$ cat src/hw/rtl/tet_pkg.sv
// Shared types and constants for the timed event table.
`timescale 1ns / 1ps

package tet_pkg;

    // Table geometry
    localparam int SLOT_COUNT  = 4;
    localparam int SLOT_W      = $clog2(SLOT_COUNT);

    // Field widths
    localparam int TIME_W      = 32;
    localparam int ADDR_W      = 10;
    localparam int VALUE_W     = 8;
    localparam int STATUS_W    = 2;

    // Command queue between front and back
    localparam int QUEUE_DEPTH = 2;
    localparam int QPTR_W      = $clog2(QUEUE_DEPTH);
    localparam int QCNT_W      = $clog2(QUEUE_DEPTH + 1);

    typedef logic [SLOT_W-1:0] t_slot_idx;

    // Operation codes of an input beat
    typedef enum logic {
        OP_INSERT = 1'b0,
        OP_SORT   = 1'b1
    } t_op;

    // Result status codes
    typedef enum logic [STATUS_W-1:0] {
        STAT_INSERTED = 2'd0,
        STAT_REJECTED = 2'd1,
        STAT_DUMP     = 2'd2
    } t_status;

    // Command kinds decided by the front end
    typedef enum logic [1:0] {
        CMD_INSERT = 2'd0,
        CMD_REJECT = 2'd1,
        CMD_SORT   = 2'd2
    } t_cmd_kind;

    // Contents of one table slot
    typedef struct packed {
        logic [TIME_W-1:0]  due;
        logic [ADDR_W-1:0]  addr;
        logic [VALUE_W-1:0] value;
    } t_slot;

    // One queued command
    typedef struct packed {
        t_cmd_kind kind;
        t_slot     slot;
    } t_cmd;

    // Back end FSM
    typedef enum logic [2:0] {
        ST_IDLE    = 3'd0,
        ST_READ    = 3'd1,
        ST_CMP     = 3'd2,
        ST_SWAP    = 3'd3,
        ST_EMIT_RD = 3'd4,
        ST_EMIT    = 3'd5
    } t_back_state;

endpackage

$ cat src/hw/rtl/timed_event_table_top.sv
// Top level of the timed event table: front end, command queue and back end.
//
// Usage: input beats arrive on i_in_valid / o_in_stall; each carries an
// operation (insert or sort), an event and the current seconds count.
// Results leave on o_out_valid / i_out_stall, one beat per result, o_last
// marking the final beat of each input beat.
// An insert gives one result: status inserted (slot written and its contents)
// or rejected (due time before now, other fields zero). A sort gives one dump
// beat per slot in index order after ordering the occupied slots by due time.
// An insert or reject passes the holding stage, the queue and the output
// register after acceptance. A sort steps through each of the six slot pairs
// (read, compare, optional swap write on the single table write port), then
// dumps each slot with a read step and an emit step.
// Up to three further beats can be taken in while the back end is busy.
// When the receiver stalls, the result is held in the output register and the
// back end waits; the queue fills and then the input stalls.
// Reset clears the table to empty, the write slot to zero and drops all
// queued and pending beats.
`timescale 1ns / 1ps

module timed_event_table_top (
    input  logic                          i_clk,
    input  logic                          i_rst_n,
    input  logic                          i_in_valid,
    output logic                          o_in_stall,
    input  logic                          i_operation,
    input  logic [tet_pkg::TIME_W-1:0]    i_due_time,
    input  logic [tet_pkg::ADDR_W-1:0]    i_channel_address,
    input  logic [tet_pkg::VALUE_W-1:0]   i_channel_value,
    input  logic [tet_pkg::TIME_W-1:0]    i_now_seconds,
    output logic                          o_out_valid,
    input  logic                          i_out_stall,
    output logic [tet_pkg::STATUS_W-1:0]  o_status,
    output logic [tet_pkg::SLOT_W-1:0]    o_slot_index,
    output logic [tet_pkg::TIME_W-1:0]    o_slot_time,
    output logic [tet_pkg::ADDR_W-1:0]    o_slot_address,
    output logic [tet_pkg::VALUE_W-1:0]   o_slot_value,
    output logic                          o_last
);
    import tet_pkg::*;

    logic q_full;
    logic q_empty;
    logic q_push;
    logic q_pop;
    t_cmd push_cmd;
    t_cmd head_cmd;

    tet_front u_front (
        .i_clk             (i_clk),
        .i_rst_n           (i_rst_n),
        .i_in_valid        (i_in_valid),
        .o_in_stall        (o_in_stall),
        .i_operation       (i_operation),
        .i_due_time        (i_due_time),
        .i_channel_address (i_channel_address),
        .i_channel_value   (i_channel_value),
        .i_now_seconds     (i_now_seconds),
        .i_q_full          (q_full),
        .o_push            (q_push),
        .o_push_cmd        (push_cmd)
    );

    tet_queue u_queue (
        .i_clk      (i_clk),
        .i_rst_n    (i_rst_n),
        .i_push     (q_push),
        .i_push_cmd (push_cmd),
        .o_full     (q_full),
        .o_empty    (q_empty),
        .o_head     (head_cmd),
        .i_pop      (q_pop)
    );

    tet_back u_back (
        .i_clk          (i_clk),
        .i_rst_n        (i_rst_n),
        .i_q_empty      (q_empty),
        .i_head         (head_cmd),
        .o_pop          (q_pop),
        .o_out_valid    (o_out_valid),
        .i_out_stall    (i_out_stall),
        .o_status       (o_status),
        .o_slot_index   (o_slot_index),
        .o_slot_time    (o_slot_time),
        .o_slot_address (o_slot_address),
        .o_slot_value   (o_slot_value),
        .o_last         (o_last)
    );

endmodule

$ cat src/hw/rtl/tet_front.sv
// Front end: takes input beats, classifies them and hands commands to the queue.
`timescale 1ns / 1ps

module tet_front (
    input  logic                         i_clk,
    input  logic                         i_rst_n,
    input  logic                         i_in_valid,
    output logic                         o_in_stall,
    input  logic                         i_operation,
    input  logic [tet_pkg::TIME_W-1:0]   i_due_time,
    input  logic [tet_pkg::ADDR_W-1:0]   i_channel_address,
    input  logic [tet_pkg::VALUE_W-1:0]  i_channel_value,
    input  logic [tet_pkg::TIME_W-1:0]   i_now_seconds,
    input  logic                         i_q_full,
    output logic                         o_push,
    output tet_pkg::t_cmd                o_push_cmd
);
    import tet_pkg::*;

    logic      r_valid;
    logic      n_valid;
    t_cmd      r_cmd;
    t_cmd      cls_cmd;
    logic      accept;

    // Classify: sort, or insert that is kept or refused against the clock
    always_comb begin
        cls_cmd.slot.due   = i_due_time;
        cls_cmd.slot.addr  = i_channel_address;
        cls_cmd.slot.value = i_channel_value;
        if (i_operation == OP_SORT) begin
            cls_cmd.kind = CMD_SORT;
        end else if (i_due_time < i_now_seconds) begin
            cls_cmd.kind = CMD_REJECT;
        end else begin
            cls_cmd.kind = CMD_INSERT;
        end
    end

    // Holding stage stalls only when it is full and the queue is full
    assign o_in_stall = r_valid && i_q_full;
    assign accept     = i_in_valid && !o_in_stall;
    assign o_push     = r_valid && !i_q_full;
    assign o_push_cmd = r_cmd;
    assign n_valid    = accept || (r_valid && i_q_full);

    always_ff @(posedge i_clk) begin
        if (!i_rst_n) begin
            r_valid <= 1'b0;
        end else begin
            r_valid <= n_valid;
        end
    end

    always_ff @(posedge i_clk) begin
        if (accept) begin
            r_cmd <= cls_cmd;
        end
    end

endmodule

$ cat src/hw/rtl/tet_queue.sv
// Short command queue between the front end and the back end.
`timescale 1ns / 1ps

module tet_queue (
    input  logic          i_clk,
    input  logic          i_rst_n,
    input  logic          i_push,
    input  tet_pkg::t_cmd i_push_cmd,
    output logic          o_full,
    output logic          o_empty,
    output tet_pkg::t_cmd o_head,
    input  logic          i_pop
);
    import tet_pkg::*;

    t_cmd                r_entry [QUEUE_DEPTH];
    logic [QPTR_W-1:0]   r_wr_ptr;
    logic [QPTR_W-1:0]   r_rd_ptr;
    logic [QCNT_W-1:0]   r_count;
    logic [QCNT_W-1:0]   n_count;

    assign o_full  = (r_count == QCNT_W'(QUEUE_DEPTH));
    assign o_empty = (r_count == '0);
    assign o_head  = r_entry[r_rd_ptr];

    // Occupancy follows push and pop
    always_comb begin
        n_count = r_count;
        if (i_push && !i_pop) begin
            n_count = r_count + 1'b1;
        end else if (!i_push && i_pop) begin
            n_count = r_count - 1'b1;
        end
    end

    // Pointers wrap at the queue depth
    always_ff @(posedge i_clk) begin
        if (!i_rst_n) begin
            r_wr_ptr <= '0;
            r_rd_ptr <= '0;
            r_count  <= '0;
        end else begin
            r_count <= n_count;
            if (i_push) begin
                r_wr_ptr <= (r_wr_ptr == QPTR_W'(QUEUE_DEPTH - 1)) ? '0 : r_wr_ptr + 1'b1;
            end
            if (i_pop) begin
                r_rd_ptr <= (r_rd_ptr == QPTR_W'(QUEUE_DEPTH - 1)) ? '0 : r_rd_ptr + 1'b1;
            end
        end
    end

    always_ff @(posedge i_clk) begin
        if (i_push) begin
            r_entry[r_wr_ptr] <= i_push_cmd;
        end
    end

endmodule

$ cat src/hw/rtl/tet_back.sv
// Back end: slot table, insert writes, reject results, pairwise sort and slot dump.
`timescale 1ns / 1ps

module tet_back (
    input  logic                          i_clk,
    input  logic                          i_rst_n,
    input  logic                          i_q_empty,
    input  tet_pkg::t_cmd                 i_head,
    output logic                          o_pop,
    output logic                          o_out_valid,
    input  logic                          i_out_stall,
    output logic [tet_pkg::STATUS_W-1:0]  o_status,
    output logic [tet_pkg::SLOT_W-1:0]    o_slot_index,
    output logic [tet_pkg::TIME_W-1:0]    o_slot_time,
    output logic [tet_pkg::ADDR_W-1:0]    o_slot_address,
    output logic [tet_pkg::VALUE_W-1:0]   o_slot_value,
    output logic                          o_last
);
    import tet_pkg::*;

    t_back_state r_state;
    t_back_state n_state;

    // Slot table with per-entry valid bits; an unwritten slot reads as empty
    t_slot                  r_mem [SLOT_COUNT];
    logic [SLOT_COUNT-1:0]  r_slot_ok;
    t_slot                  r_rd_a;
    t_slot                  r_rd_b;

    t_slot_idx r_i;
    t_slot_idx r_j;
    t_slot_idx r_k;
    t_slot_idx r_wr_slot;

    // Output register
    logic                 r_out_valid;
    logic [STATUS_W-1:0]  r_out_status;
    t_slot_idx            r_out_idx;
    t_slot                r_out_slot;
    logic                 r_out_last;

    // Control from the FSM output block
    logic                 out_free;
    logic                 swap;
    logic                 row_end;
    logic                 pair_done;
    logic                 k_last;
    logic                 rd_en;
    t_slot_idx            rd_addr_a;
    logic                 wr_en;
    t_slot_idx            wr_addr;
    t_slot                wr_data;
    logic                 out_load;
    logic [STATUS_W-1:0]  out_status;
    t_slot_idx            out_idx;
    t_slot                out_slot;
    logic                 out_last;
    logic                 sort_start;
    logic                 pair_step;
    logic                 k_step;
    logic                 ins_step;

    assign out_free  = !r_out_valid || !i_out_stall;
    assign swap      = (r_rd_a.due != '0) && (r_rd_b.due != '0) && (r_rd_a.due > r_rd_b.due);
    assign row_end   = (r_j == SLOT_W'(SLOT_COUNT - 1));
    assign pair_done = row_end && (r_i == SLOT_W'(SLOT_COUNT - 2));
    assign k_last    = (r_k == SLOT_W'(SLOT_COUNT - 1));

    // Next state
    always_comb begin
        n_state = r_state;
        case (r_state)
            ST_IDLE: begin
                if (!i_q_empty && i_head.kind == CMD_SORT) begin
                    n_state = ST_READ;
                end
            end
            ST_READ: begin
                n_state = ST_CMP;
            end
            ST_CMP: begin
                if (swap) begin
                    n_state = ST_SWAP;
                end else if (pair_done) begin
                    n_state = ST_EMIT_RD;
                end else begin
                    n_state = ST_READ;
                end
            end
            ST_SWAP: begin
                n_state = pair_done ? ST_EMIT_RD : ST_READ;
            end
            ST_EMIT_RD: begin
                n_state = ST_EMIT;
            end
            ST_EMIT: begin
                if (out_free) begin
                    n_state = k_last ? ST_IDLE : ST_EMIT_RD;
                end
            end
            default: begin
                n_state = ST_IDLE;
            end
        endcase
    end

    // FSM outputs
    always_comb begin
        rd_en      = 1'b0;
        rd_addr_a  = r_i;
        wr_en      = 1'b0;
        wr_addr    = r_wr_slot;
        wr_data    = i_head.slot;
        o_pop      = 1'b0;
        out_load   = 1'b0;
        out_status = STAT_INSERTED;
        out_idx    = r_wr_slot;
        out_slot   = i_head.slot;
        out_last   = 1'b1;
        sort_start = 1'b0;
        pair_step  = 1'b0;
        k_step     = 1'b0;
        ins_step   = 1'b0;
        case (r_state)
            ST_IDLE: begin
                if (!i_q_empty) begin
                    case (i_head.kind)
                        CMD_INSERT: begin
                            if (out_free) begin
                                wr_en    = 1'b1;
                                o_pop    = 1'b1;
                                out_load = 1'b1;
                                ins_step = 1'b1;
                            end
                        end
                        CMD_REJECT: begin
                            if (out_free) begin
                                o_pop      = 1'b1;
                                out_load   = 1'b1;
                                out_status = STAT_REJECTED;
                                out_idx    = '0;
                                out_slot   = '0;
                            end
                        end
                        CMD_SORT: begin
                            o_pop      = 1'b1;
                            sort_start = 1'b1;
                        end
                        default: begin
                            o_pop = 1'b1;
                        end
                    endcase
                end
            end
            ST_READ: begin
                rd_en = 1'b1;
            end
            ST_CMP: begin
                if (swap) begin
                    wr_en   = 1'b1;
                    wr_addr = r_i;
                    wr_data = r_rd_b;
                end else begin
                    pair_step = 1'b1;
                end
            end
            ST_SWAP: begin
                wr_en     = 1'b1;
                wr_addr   = r_j;
                wr_data   = r_rd_a;
                pair_step = 1'b1;
            end
            ST_EMIT_RD: begin
                rd_en     = 1'b1;
                rd_addr_a = r_k;
            end
            ST_EMIT: begin
                if (out_free) begin
                    out_load   = 1'b1;
                    out_status = STAT_DUMP;
                    out_idx    = r_k;
                    out_slot   = r_rd_a;
                    out_last   = k_last;
                    k_step     = 1'b1;
                end
            end
            default: begin
                rd_en = 1'b0;
            end
        endcase
    end

    // Control registers
    always_ff @(posedge i_clk) begin
        if (!i_rst_n) begin
            r_state     <= ST_IDLE;
            r_slot_ok   <= '0;
            r_wr_slot   <= '0;
            r_i         <= '0;
            r_j         <= '0;
            r_k         <= '0;
            r_out_valid <= 1'b0;
        end else begin
            r_state <= n_state;
            if (wr_en) begin
                r_slot_ok[wr_addr] <= 1'b1;
            end
            if (ins_step) begin
                r_wr_slot <= (r_wr_slot == SLOT_W'(SLOT_COUNT - 1)) ? '0 : r_wr_slot + 1'b1;
            end
            // Pair walk: (0,1) (0,2) .. (0,N-1) (1,2) .. (N-2,N-1)
            if (sort_start) begin
                r_i <= '0;
                r_j <= SLOT_W'(1);
                r_k <= '0;
            end else if (pair_step) begin
                if (row_end) begin
                    r_i <= r_i + 1'b1;
                    r_j <= r_i + SLOT_W'(2);
                end else begin
                    r_j <= r_j + 1'b1;
                end
            end
            if (k_step) begin
                r_k <= r_k + 1'b1;
            end
            if (out_load) begin
                r_out_valid <= 1'b1;
            end else if (!i_out_stall) begin
                r_out_valid <= 1'b0;
            end
        end
    end

    // Table write port and registered read ports
    always_ff @(posedge i_clk) begin
        if (wr_en) begin
            r_mem[wr_addr] <= wr_data;
        end
        if (rd_en) begin
            r_rd_a <= r_slot_ok[rd_addr_a] ? r_mem[rd_addr_a] : '0;
            r_rd_b <= r_slot_ok[r_j] ? r_mem[r_j] : '0;
        end
    end

    // Result payload
    always_ff @(posedge i_clk) begin
        if (out_load) begin
            r_out_status <= out_status;
            r_out_idx    <= out_idx;
            r_out_slot   <= out_slot;
            r_out_last   <= out_last;
        end
    end

    assign o_out_valid    = r_out_valid;
    assign o_status       = r_out_status;
    assign o_slot_index   = r_out_idx;
    assign o_slot_time    = r_out_slot.due;
    assign o_slot_address = r_out_slot.addr;
    assign o_slot_value   = r_out_slot.value;
    assign o_last         = r_out_last;

endmodule
$ cat config.mk
export PLATFORM = sky130hd
export DESIGN_NAME = timed_event_table_top
export DESIGN_NICKNAME = d
export VERILOG_FILES = /design/src/hw/rtl/tet_pkg.sv /design/src/hw/rtl/timed_event_table_top.sv /design/src/hw/rtl/tet_front.sv /design/src/hw/rtl/tet_queue.sv /design/src/hw/rtl/tet_back.sv
export SDC_FILE = /design/constraint.sdc
export NUM_CORES = 1
export LEC_CHECK = 0
export ABC_AREA = 1
export CORE_MARGIN = 8
export CORE_UTILIZATION = 30
export CTS_BUF_LIST = sky130_fd_sc_hd__clkbuf_4 sky130_fd_sc_hd__clkbuf_8 sky130_fd_sc_hd__clkbuf_16
export DETAILED_ROUTE_END_ITERATION = 10
export DONT_BUFFER_PORTS = 1
export MAX_ROUTING_LAYER = met4
export PLACE_DENSITY_LB_ADDON = 0.15
export REMOVE_ABC_BUFFERS = 1
export SLEW_MARGIN = 20
export SYNTH_ARGS = -nofsm -noshare
export SYNTH_HDL_FRONTEND = slang
export SYNTH_HIERARCHICAL = 1
export SYNTH_SLANG_ARGS = --single-unit
$ cat constraint.sdc
create_clock -name i_clk -period 5 [get_ports i_clk]
set_input_delay 1 -clock i_clk [delete_from_list [all_inputs] [get_ports i_clk]]
set_output_delay 1 -clock i_clk [all_outputs]
set_load 0.01 [all_outputs]
Yosys cells after proc, flatten, opt, wreduce, memory -nomap -nowiden
Memory sizes are Yosys's and may differ from the RTL's. A register that Yosys moved wholly into a read port is not among the register bits.
Index checks and enable logic that the tools add are counted.
- add/sub/neg operators: 9
- $lt $le $gt $ge: 6
- equal/unequal tests: 15
- mux-type cells: 70
- bitwise gates (word level): 2
- reduce and logical (&&, ||, !) cells: 35
- operator list (cell ; number):
    2-to-1 mux 50 bit ; 5
    one-hot mux 50 bit (2 select lines) ; 2
    nonzero test 32 bit ; 2
    2-to-1 mux 1 bit ; 33
    greater-than comparator 32 bit ; 1
    < comparator 32 bit ; 1
    2-to-1 mux 2 bit ; 15
    one-hot mux 3 bit (6 select lines) ; 1
    2-to-1 mux 3 bit ; 5
    == test 2 bit, second input constant ; 6
    one-hot mux 2 bit (2 select lines) ; 3
    adder 2 x 1 -> 2 bit, second input constant ; 5
    logical AND 1 bit ; 10
    logical NOT 1 bit ; 9
    < comparator 2 x 3 -> 1 bit, second input constant ; 3
    == test 3 x 2 -> 1 bit, second input constant ; 2
    == test 3 bit, second input constant ; 2
    != test 2 x 1 -> 1 bit, second input constant ; 3
    AND reduction 2 bit ; 3
    nonzero test 2 bit ; 3
    OR reduction 2 bit ; 3
    binary-select mux 1 bit (select 2 bit) ; 2
    logical NOT 2 bit ; 2
    bitwise OR 4 bit ; 1
    other kinds (12) ; 15
- register bits after elaboration: 128
- RAM bits: 304
- input bits: 87
- output and inout bits: 57
- logic and storage cells: 161
- memories kept: 2
- memory list (name ; depth ; bits a word ; rd ports ; clocked after memory_dff ; wr ports ; RTL line ; source):
    u_back.r_mem ; 4 ; 50 ; 2 ; 2 ; 1 ; tet_back.sv:25 ; t_slot r_mem [SLOT_COUNT];
    u_queue.r_entry ; 2 ; 52 ; 1 ; 1 ; 1 ; tet_queue.sv:16 ; t_cmd r_entry [QUEUE_DEPTH];

Longest topological paths before layout
Gate-level depths: netlist (run 1).
- word-level depth: 10
- mapped depth: 20

Hierarchy
Netlist (run 1), hierarchy kept.
- modules (own cells, without submodules) (module ; instances ; cells an instance ; area an instance (µm²) ; sequential area each (µm²)):
    tet_back ; 1 ; 1813 ; 17890.9 ; 10980.5
    tet_queue ; 1 ; 197 ; 4235.3 ; 3223.1
    tet_front ; 1 ; 193 ; 2438.6 ; 1581.5

Worst setup path before layout (run 1)
No wires, ideal clock.
- path kind: input-to-reg
- start point: input port i_in_valid
- end point: register u_front.r_cmd (netlist bit u_front/o_push_cmd[0]), enable pin
- library setup time: 462 ps
- arrival: 3214 ps
- path slack: 1324 ps
- stages: 2
- cells stage by stage: inv_1 > nor2_1
- longest elaborated chain between the ends: 1
- ends and longest elaborated chain (what ; RTL line ; source):
    start: declaration ; timed_event_table_top.sv:24 ; input logic i_in_valid,
    logical AND 1 bit ; tet_front.sv:42 ; assign accept = i_in_valid && !o_in_stall;
    via u_front.accept ; tet_front.sv:24 ; logic accept;
    end signal: assignment ; tet_front.sv:57 ; r_cmd <= cls_cmd;
    end: declaration ; tet_front.sv:22 ; t_cmd r_cmd;
The timed path passes the listed nets, and every way through them passes these cells.
A chain may end at the register's enable or synchronous reset.

Final worst setup path (run 1)
- start point: register, netlist name u_back/r_rd_a[49]
- end point: memory u_back/r_mem[0][48] (netlist bit), enable pin
- longest elaborated chain between the ends: 7
- elaborated cells between the ends (all ways): 10
- ends and longest elaborated chain (what ; RTL line ; source):
    branches (longest 2 deep; another with greater-than comparator 32 bit) ; - ;
    logical AND 1 bit (*) ; tet_back.sv:64 ; assign swap = (r_rd_a.due != '0) && (r_rd_b.due != '0) && (r_rd_a.due > r_rd_b.due);
    2-to-1 mux 1 bit ; tet_back.sv:159 ; if (swap) begin
    one-hot mux 1 bit (3 select lines) ; tet_back.sv:124 ; case (r_state)
    2-to-1 mux 1 bit ; tet_back.sv:237 ; if (wr_en) begin
    2-to-1 mux 1 bit (not written as such) ; tet_back.sv:238 ; r_mem[wr_addr] <= wr_data;
    end: declaration ; tet_back.sv:25 ;
Mark *: on every way between the ends.

==> results.md, run 1 <==
* Run status: completed
* Clock skew at 0.0140 ns
* Combinational power share at 0.238
* # setup viols final at 0
* Cell Rows at 105
* Final core utilization at 0.338
* WL/cell at 21.4 um
* First-pass GRT wire length at 105000 um
* Least-Margin Pin Slew at 1.03 ns
* Post-cts sizing count at 0
* Die Y-Extent at about 300 um
* Final hold violation count at 0
* ANT nets after route at 0
* Nets at 2339
* DR pass1 iterations at 6
* Routed WL at 70700 um
* Starting Density at 0.301
* Synth Flop Type: edfxtp_1
* Switching Share at 0.331
* RR Startpoint: u_back/r_rd_a[49]
* Detailed placement HPWL at 43200 um
* Post-synth top area cell: edfxtp_1
* Post-synth EDFFs at around 510
* H-tree levels at 2
* R2R Setup Slk at 1.03 ns
* DR vias at 16400
* Pwr dens at slightly above 500 nW/um2
* Area Growth Syn to Fin at 12.4%
* Routability Congestion at 0.807
* IO Port Bufs at 0
* CP endpoint: u_back/r_mem[0][48]
* Die Area at 91300 um2
* Worst hold-check path type: flip-flop to flip-flop
* Mapped Area at 24600 um2
* Flop pwr share at 0.466
* Net Sw Power at about 4.8 mW
* Pin count of the biggest net entering global routing at roughly 150
* CP max FO at 18
* Core box area at 81600 um2
* Area occupied by multi-input gates at 6990 um2
* Yosys top cell area share at 0.625
* DRC viols at 0
* Largest cells by area after synthesis: edfxtp_1 (62%), o21ai_0 (6.5%), inv_1 (5.1%)
* RSZ-0062 raised after global routing: false
* R2R cell count at 15
* Die Wd at 302 um
* Worst-path clk slew at 0.06 ns
* Average size of a mapped cell at 11.2 um2
* Worst slew margin at 0.313
* Ports at approximately 140
* Storage cell area at 15800 um2
* Vias in the first global route at 16500
* CTS tree: done
* Pleak at 10.7 nW
* Final Cell Area at 27600 um2
* Critical Path End Type: flip-flop
* Initial DRC count at 1237
* Max stage delay on crit path at 0.73 ns
* Final worst-path cycle share at 0.795
* Filler cell count at 8016
* Final Max Slew Viols at 0
* Fmax at between 200 and 300 MHz
* Critical Path Slowest Stage Cell: nor2_2
* Clk Latency, worst-skew pair at 0.61 ns
* Post-CTS Hold Buffers at 0
* Layout cells sized above 1 at 0.0981
* Placed Area at 25700 um2
* WP data arrival at approximately 4.3 ns
* Root Driver: clkbuf_16
* Max-Cap Viols at 0
* YS warnings at 6
* Worst hold stages at 0
* Clk sinks at between 500 and 600
* Clock Tree Buf Depth at 3
* Sequential area share after synthesis at 0.643
* Kind of critical path: flip-flop to flip-flop
* Via density at 4.95
* Yosys cell types at 44
* FF-to-FF End: u_back/r_mem[0][48]
* Register bit total from synthesis at 533
* Crit path from: u_back/r_rd_a[49]
* Fin crit period at 3.97 ns
* Pint at about 9.6 mW
* IR Drop Worst-Case VDD at 0.000265 V
* Critical-path cell list: ha_1 -> nand2_1 -> nor2_1 -> nand2_1 -> nor2_1 -> nand3_1 -> nor2_2 -> nor2_2 -> nand3_2 -> nand3_1 -> inv_1 -> nor2_1 -> nand3_1 -> inv_2 -> buf_12
* Synth async-reset ratio at 0
* Total CTS buffers at 57
* Mapped Cells at 2203
* Total grt overflow at 0
* Initial antenna violation count at 2
* Post-CTS Setup Bufs at 0
* Tot GR Track Use at 0.156
* Worst Hold Slack at 0.444 ns
* Clk pwr share at 0.296
* CP Launch Type: flip-flop
* Worst Path Required at about 5.3 ns
## state kept, by name (all words and copies together) (netlist names), 3 cells and up, named ones only
| name | flops |
|---|---|
| u_back/r_mem | 200 |
| u_queue/r_entry | 104 |
| u_front/o_push_cmd | 52 |
| u_back/r_rd_a | 50 |
| u_back/r_rd_b | 50 |
| u_back/o_slot_time | 32 |
| u_back/o_slot_address | 10 |
| u_back/o_slot_value | 8 |
| u_back/r_slot_ok | 4 |
| u_back/r_state | 3 |
## worst max-delay path, delay by kind of cell, from the launching register on
family / cells / cell delay, ns
buf+inv: 3 / 0.79
flops: 1 / 0.45
fa+ha+maj: 1 / 0.35
simple gates: 11 / 2.03
## cell usage after synthesis, types with 5 or more instances
cell type  count
mux2_4        50
buf_1          5
nand2_1      224
inv_2          9
a21oi_1      142
nor2_2         8
o221ai_1      50
inv_1        335
dfxtp_1       22
buf_12         5
buf_6          5
clkbuf_1      65
o22ai_1       19
edfxtp_1     511
o21ai_1       30
o21ai_0      319
nand4_1       24
buf_2         21
ha_1          68
nor2_1       234
nand3_1       15
## power by group through the flow
| stage | Clock [mW] | Sequential (mW) | Combinational, mW |
|---|---|---|---|
| floorplan | 0 | 6.70 | 2.07 |
| detailed placement | 0 | 6.79 | 3.44 |
| finish | 4.24 | 6.69 | 3.41 |
| CTS | 4.39 | 6.70 | 3.45 |
| global placement | 0 | 6.77 | 3.41 |
| global route | 4.55 | 6.78 | 3.79 |
## through the flow
stage | setup slack, ns | TNS [ns] | cells | total power, mW
floorplan | -1.41 | -221.78 | 2096 | 8.77
global placement | 1.15 | 0 | 3195 | 10.2
detailed placement | 1.05 | 0 | 3195 | 10.2
CTS | 1.02 | 0 | 3302 | 14.5
global route | 0.738 | 0 | 3304 | 15.1
finish | 1.03 | 0 | 3305 | 14.3
## worst min-delay path by stage
stage	slack, ns	endpoint	from
2_1_floorplan	0.42	u_queue/r_entry[0][0]	u_front/o_push_cmd[0]
3_3_place_gp	0.43	u_queue/r_entry[0][20]	u_front/o_push_cmd[20]
3_5_place_dp	0.43	u_queue/r_entry[1][30]	u_front/o_push_cmd[30]
4_1_cts	0.44	u_front/o_push_cmd[24]	i_due_time[6]
5_1_grt	0.44	u_front/o_push_cmd[8]	i_channel_address[0]
6_report	0.44	u_queue/r_entry[0][33]	u_front/o_push_cmd[33]
## layer usage
| layer | global-route usage | vias up | wire length, um |
|---|---|---|---|
| li1 | - | 7625 | - |
| met2 | 0.247 | 554 | 32500 |
| met1 | 0.206 | 8081 | 32100 |
| met5 | - | - | 0 |
| met3 | 0.0304 | 101 | 4650 |
| met4 | 0.0393 | 0 | 1500 |
## area by class of cell
| type | count | area share |
|---|---|---|
| antenna | 3 | 0.000272 |
| tap | 1070 | 0.0485 |
| multi-input combinational | 1217 | 0.253 |
| clock inverter | 35 | 0.00975 |
| sequential | 533 | 0.572 |
| timing repair buffer | 29 | 0.0106 |
| clock buffer | 72 | 0.0583 |
| inverter | 346 | 0.0471 |
## cells by family after synthesis
family          share of synthesized area
flops                               0.643
fa+ha+maj                          0.0346
buf+inv                            0.0757
mux                                0.0315
compound gates                      0.129
simple gates                       0.0863
## placed cells by master, fill, tap and decap left out, types with 2 or more instances in the layout
cell type    n
clkinv_1    19
dfxtp_1     19
buf_4       23
ha_1        68
inv_1      332
nand3_2      4
nor2_1     231
dfxtp_4      2
nor3_1       3
mux2_2       2
a211oi_1     2
nand2_1    221
clkinv_4     2
nand2_2      3
o21ai_4      3
o21ai_2      2
clkinv_2    10
o221ai_1    50
o22ai_1     18
a21oi_1    142
clkbuf_8     3
nor2_2       6
nand4_1     24
o21ai_1     30
o21ai_0    319
o22ai_4      2
edfxtp_1   511
nor2_4       7
buf_12       6
o21a_1       3
clkbuf_4     9
inv_2       11
clkbuf_16   60
bufinv_16    4
nand3_1     15
nand2_4      2
diode_2      3
mux2_4      50
(Power assumes the default switching activity.)
==> run 2: changes to the inputs <==
clock period = 3.3 ns   (was 5 ns; I/O delays follow)
==> results.md, run 2 (same netlist as run 1, synthesis figures left out) <==
* R2R cell count at 16 (+1)
* CP Launch Type: flip-flop
* Pleak at 11.1 nW (+3.0%)
* H-tree levels at 2 (unchanged)
* Worst-path clk slew at 0.06 ns (about the same)
* Final Max Slew Viols at 0 (unchanged)
* # setup viols final at 0 (unchanged)
* WL/cell at 20.5 um (-4.2%)
* Worst slew margin at 0.427 (+0.114)
* Nets at 2380 (+1.8%)
* RR Startpoint: u_back/r_rd_a[25]
* Most frequent cells in the layout: edfxtp_1 (511), inv_1 (332), o21ai_0 (319)
* Vias in the first global route at 16600 (+0.71%)
* Cell Rows at 105 (unchanged)
* Final worst-path cycle share at 0.918 (+0.123)
* Clk Latency, worst-skew pair at 0.63 ns (+0.02 ns)
* CTS tree: done
* ANT nets after route at 0 (unchanged)
* Detailed placement HPWL at 44000 um (+1.9%)
* Clock skew at 0.0276 ns (+0.0136 ns)
* Final Cell Area at 28200 um2 (+2.2%)
* Starting Density at 0.301 (unchanged)
* Post-CTS Hold Buffers at 0 (unchanged)
* WP data arrival at 3.36 ns (-0.92 ns)
* First-pass GRT wire length at 104000 um (-1.5%)
* Die Area at 91300 um2 (unchanged)
* Area occupied by multi-input gates at 7000 um2 (about the same)
* Largest register FFs at 200 (unchanged)
* M1 wire length at 31100 um (-3.1%)
* Routability Congestion at 0.797 (-1.3%)
* Initial DRC count at 1004 (-19%)
* Die Wd at 302 um (unchanged)
* DR pass1 iterations at 7 (+1)
* Least-Margin Pin Slew at 0.860 ns (-0.170 ns)
* IR Drop Worst-Case VDD at 0.000538 V (+100%)
* Met2 wire len at 31700 um (-2.3%)
* Worst hold-check path type: input pin to flip-flop
* FF-to-FF End: u_back/r_mem[0][7]
* Total CTS buffers at 59 (+3.5%)
* Pwr dens at 793 nW/um2 (+53%)
* Fmax at 330 MHz (+31%)
* Final hold violation count at 0 (unchanged)
* Core box area at 81600 um2 (unchanged)
* Worst Path Required at 3.63 ns (-1.68 ns)
* DR vias at 16200 (-0.83%)
* Ports at 144 (unchanged)
* Clk sinks at 533 (unchanged)
* Fin crit period at 3.03 ns (-0.944 ns)
* R2R Setup Slk at 0.27 ns (-0.76 ns)
* CP max FO at 12 (-6)
* Placed Area at 26100 um2 (+1.7%)
* IO Port Bufs at 0 (unchanged)
* CP endpoint: u_back/r_mem[0][7]
* Final core utilization at 0.346 (+0.00759)
* DRC viols at 0 (unchanged)
* Routed WL at 68600 um (-3.0%)
* Die Y-Extent at 302 um (unchanged)
* Tot GR Track Use at 0.153 (-0.00304)
* Run status: completed
* Total grt overflow at 0 (unchanged)
* RSZ-0062 raised after global routing: false
* Via density at 4.85 (-2.0%)
* Root Driver: clkbuf_16
* Uppermost layer routed: met4
* Reg with most FFs: u_back/r_mem
* Area Growth Syn to Fin at 14.9%
* Initial antenna violation count at 2 (unchanged)
* Storage cell area at 15800 um2 (unchanged)
* Layout cells sized above 1 at 0.117 (+0.0184)
* Clock Tree Buf Depth at 3 (unchanged)
* Pin count of the biggest net entering global routing at 156 (+2.0%)
* Commonest non-fill, non-tap cell in the layout: edfxtp_1
* Met3 wire len at 4050 um (-13%)
* Kind of critical path: flip-flop to flip-flop
* Critical Path End Type: flip-flop
* Filler cell count at 8061 (+0.56%)
* Crit path from: u_back/r_rd_a[25]
* Max-Cap Viols at 0 (unchanged)
run 2: cell count changes in the layout (fill, tap and decap cells not counted), moves of 2 or more:
cell,before,now
clkinv_4,2,0
bufinv_16,4,10
buf_4,23,50
clkinv_2,10,14
clkbuf_8,3,0
buf_12,6,18
clkinv_1,19,15
run 2: through the flow:
step	hold WS, ns	setup slack [ns]	power (mW)	instances	TNS, ns
3_3_place_gp	0.427	-0.101	15.6	3232	-3.64
2_1_floorplan	0.421	-3.11	13.3	2096	-940.08
3_5_place_dp	0.433	-0.163	15.7	3232	-11.14
4_1_cts	0.0676	0.166	22.7	3342	0
5_1_grt	0.0755	0.0154	23.6	3345	0
6_report	0.120	0.270	22.4	3346	0
run 2: timing repair:
action                     in CTS  in global routing
cloned                          0                  0
pin swaps                       0                  1
gates resized for setup         1                  0
setup endpoints to repair     192                 28
buffers inserted                0                  2
run 2: cell type report:
type	instances	share of cell area
inverter	346	0.0460
multi-input combinational	1217	0.248
clock buffer	70	0.0559
clock inverter	40	0.0169
sequential	533	0.560
tap	1070	0.0474
timing repair buffer	68	0.0261
antenna	2	0.000177
run 2: how the worst min path moves through the flow:
stage	from	to	depth (start not counted)
after floorplan	u_front/o_push_cmd[0]	u_queue/r_entry[0][0]	0
after global placement	u_front/o_push_cmd[42]	u_queue/r_entry[0][42]	0
after detailed placement	u_front/o_push_cmd[40]	u_queue/r_entry[0][40]	0
after CTS	i_due_time[15]	u_front/o_push_cmd[33]	0
after global routing	i_due_time[2]	u_front/o_push_cmd[20]	0
final	i_channel_address[7]	u_front/o_push_cmd[15]	0
run 2: critical path, stage by stage, from the launching register on:
cell and delay [ns]:
edfxtp_1 0.43, ha_1 0.32, nand2_1 0.07, nor2_1 0.29, nand2_1 0.09, nand2_1 0.07, nand2_1 0.04, nand2_1 0.10
nand2_1 0.08, nand2_2 0.17, nand3_2 0.20, nand3_1 0.15, inv_1 0.05, nor2_1 0.12, nand3_1 0.13, inv_2 0.15
buf_4 0.25
run 2: routing by layer:
| metal | global-route usage | vias to the layer above |
|---|---|---|
| met5 | - | - |
| met4 | 0.0454 | 0 |
| met3 | 0.0320 | 110 |
| met2 | 0.244 | 439 |
| met1 | 0.196 | 7973 |
| li1 | - | 7703 |
run 2: where the power goes:
part           leakage (nW)  switching [mW]  internal, mW  total (mW)
combinational          5.14            3.81          1.71        5.52
clock                  1.03            2.75          4.19        6.94
sequential             4.90           0.657          9.27        9.93
total                  11.1            7.21          15.2        22.4
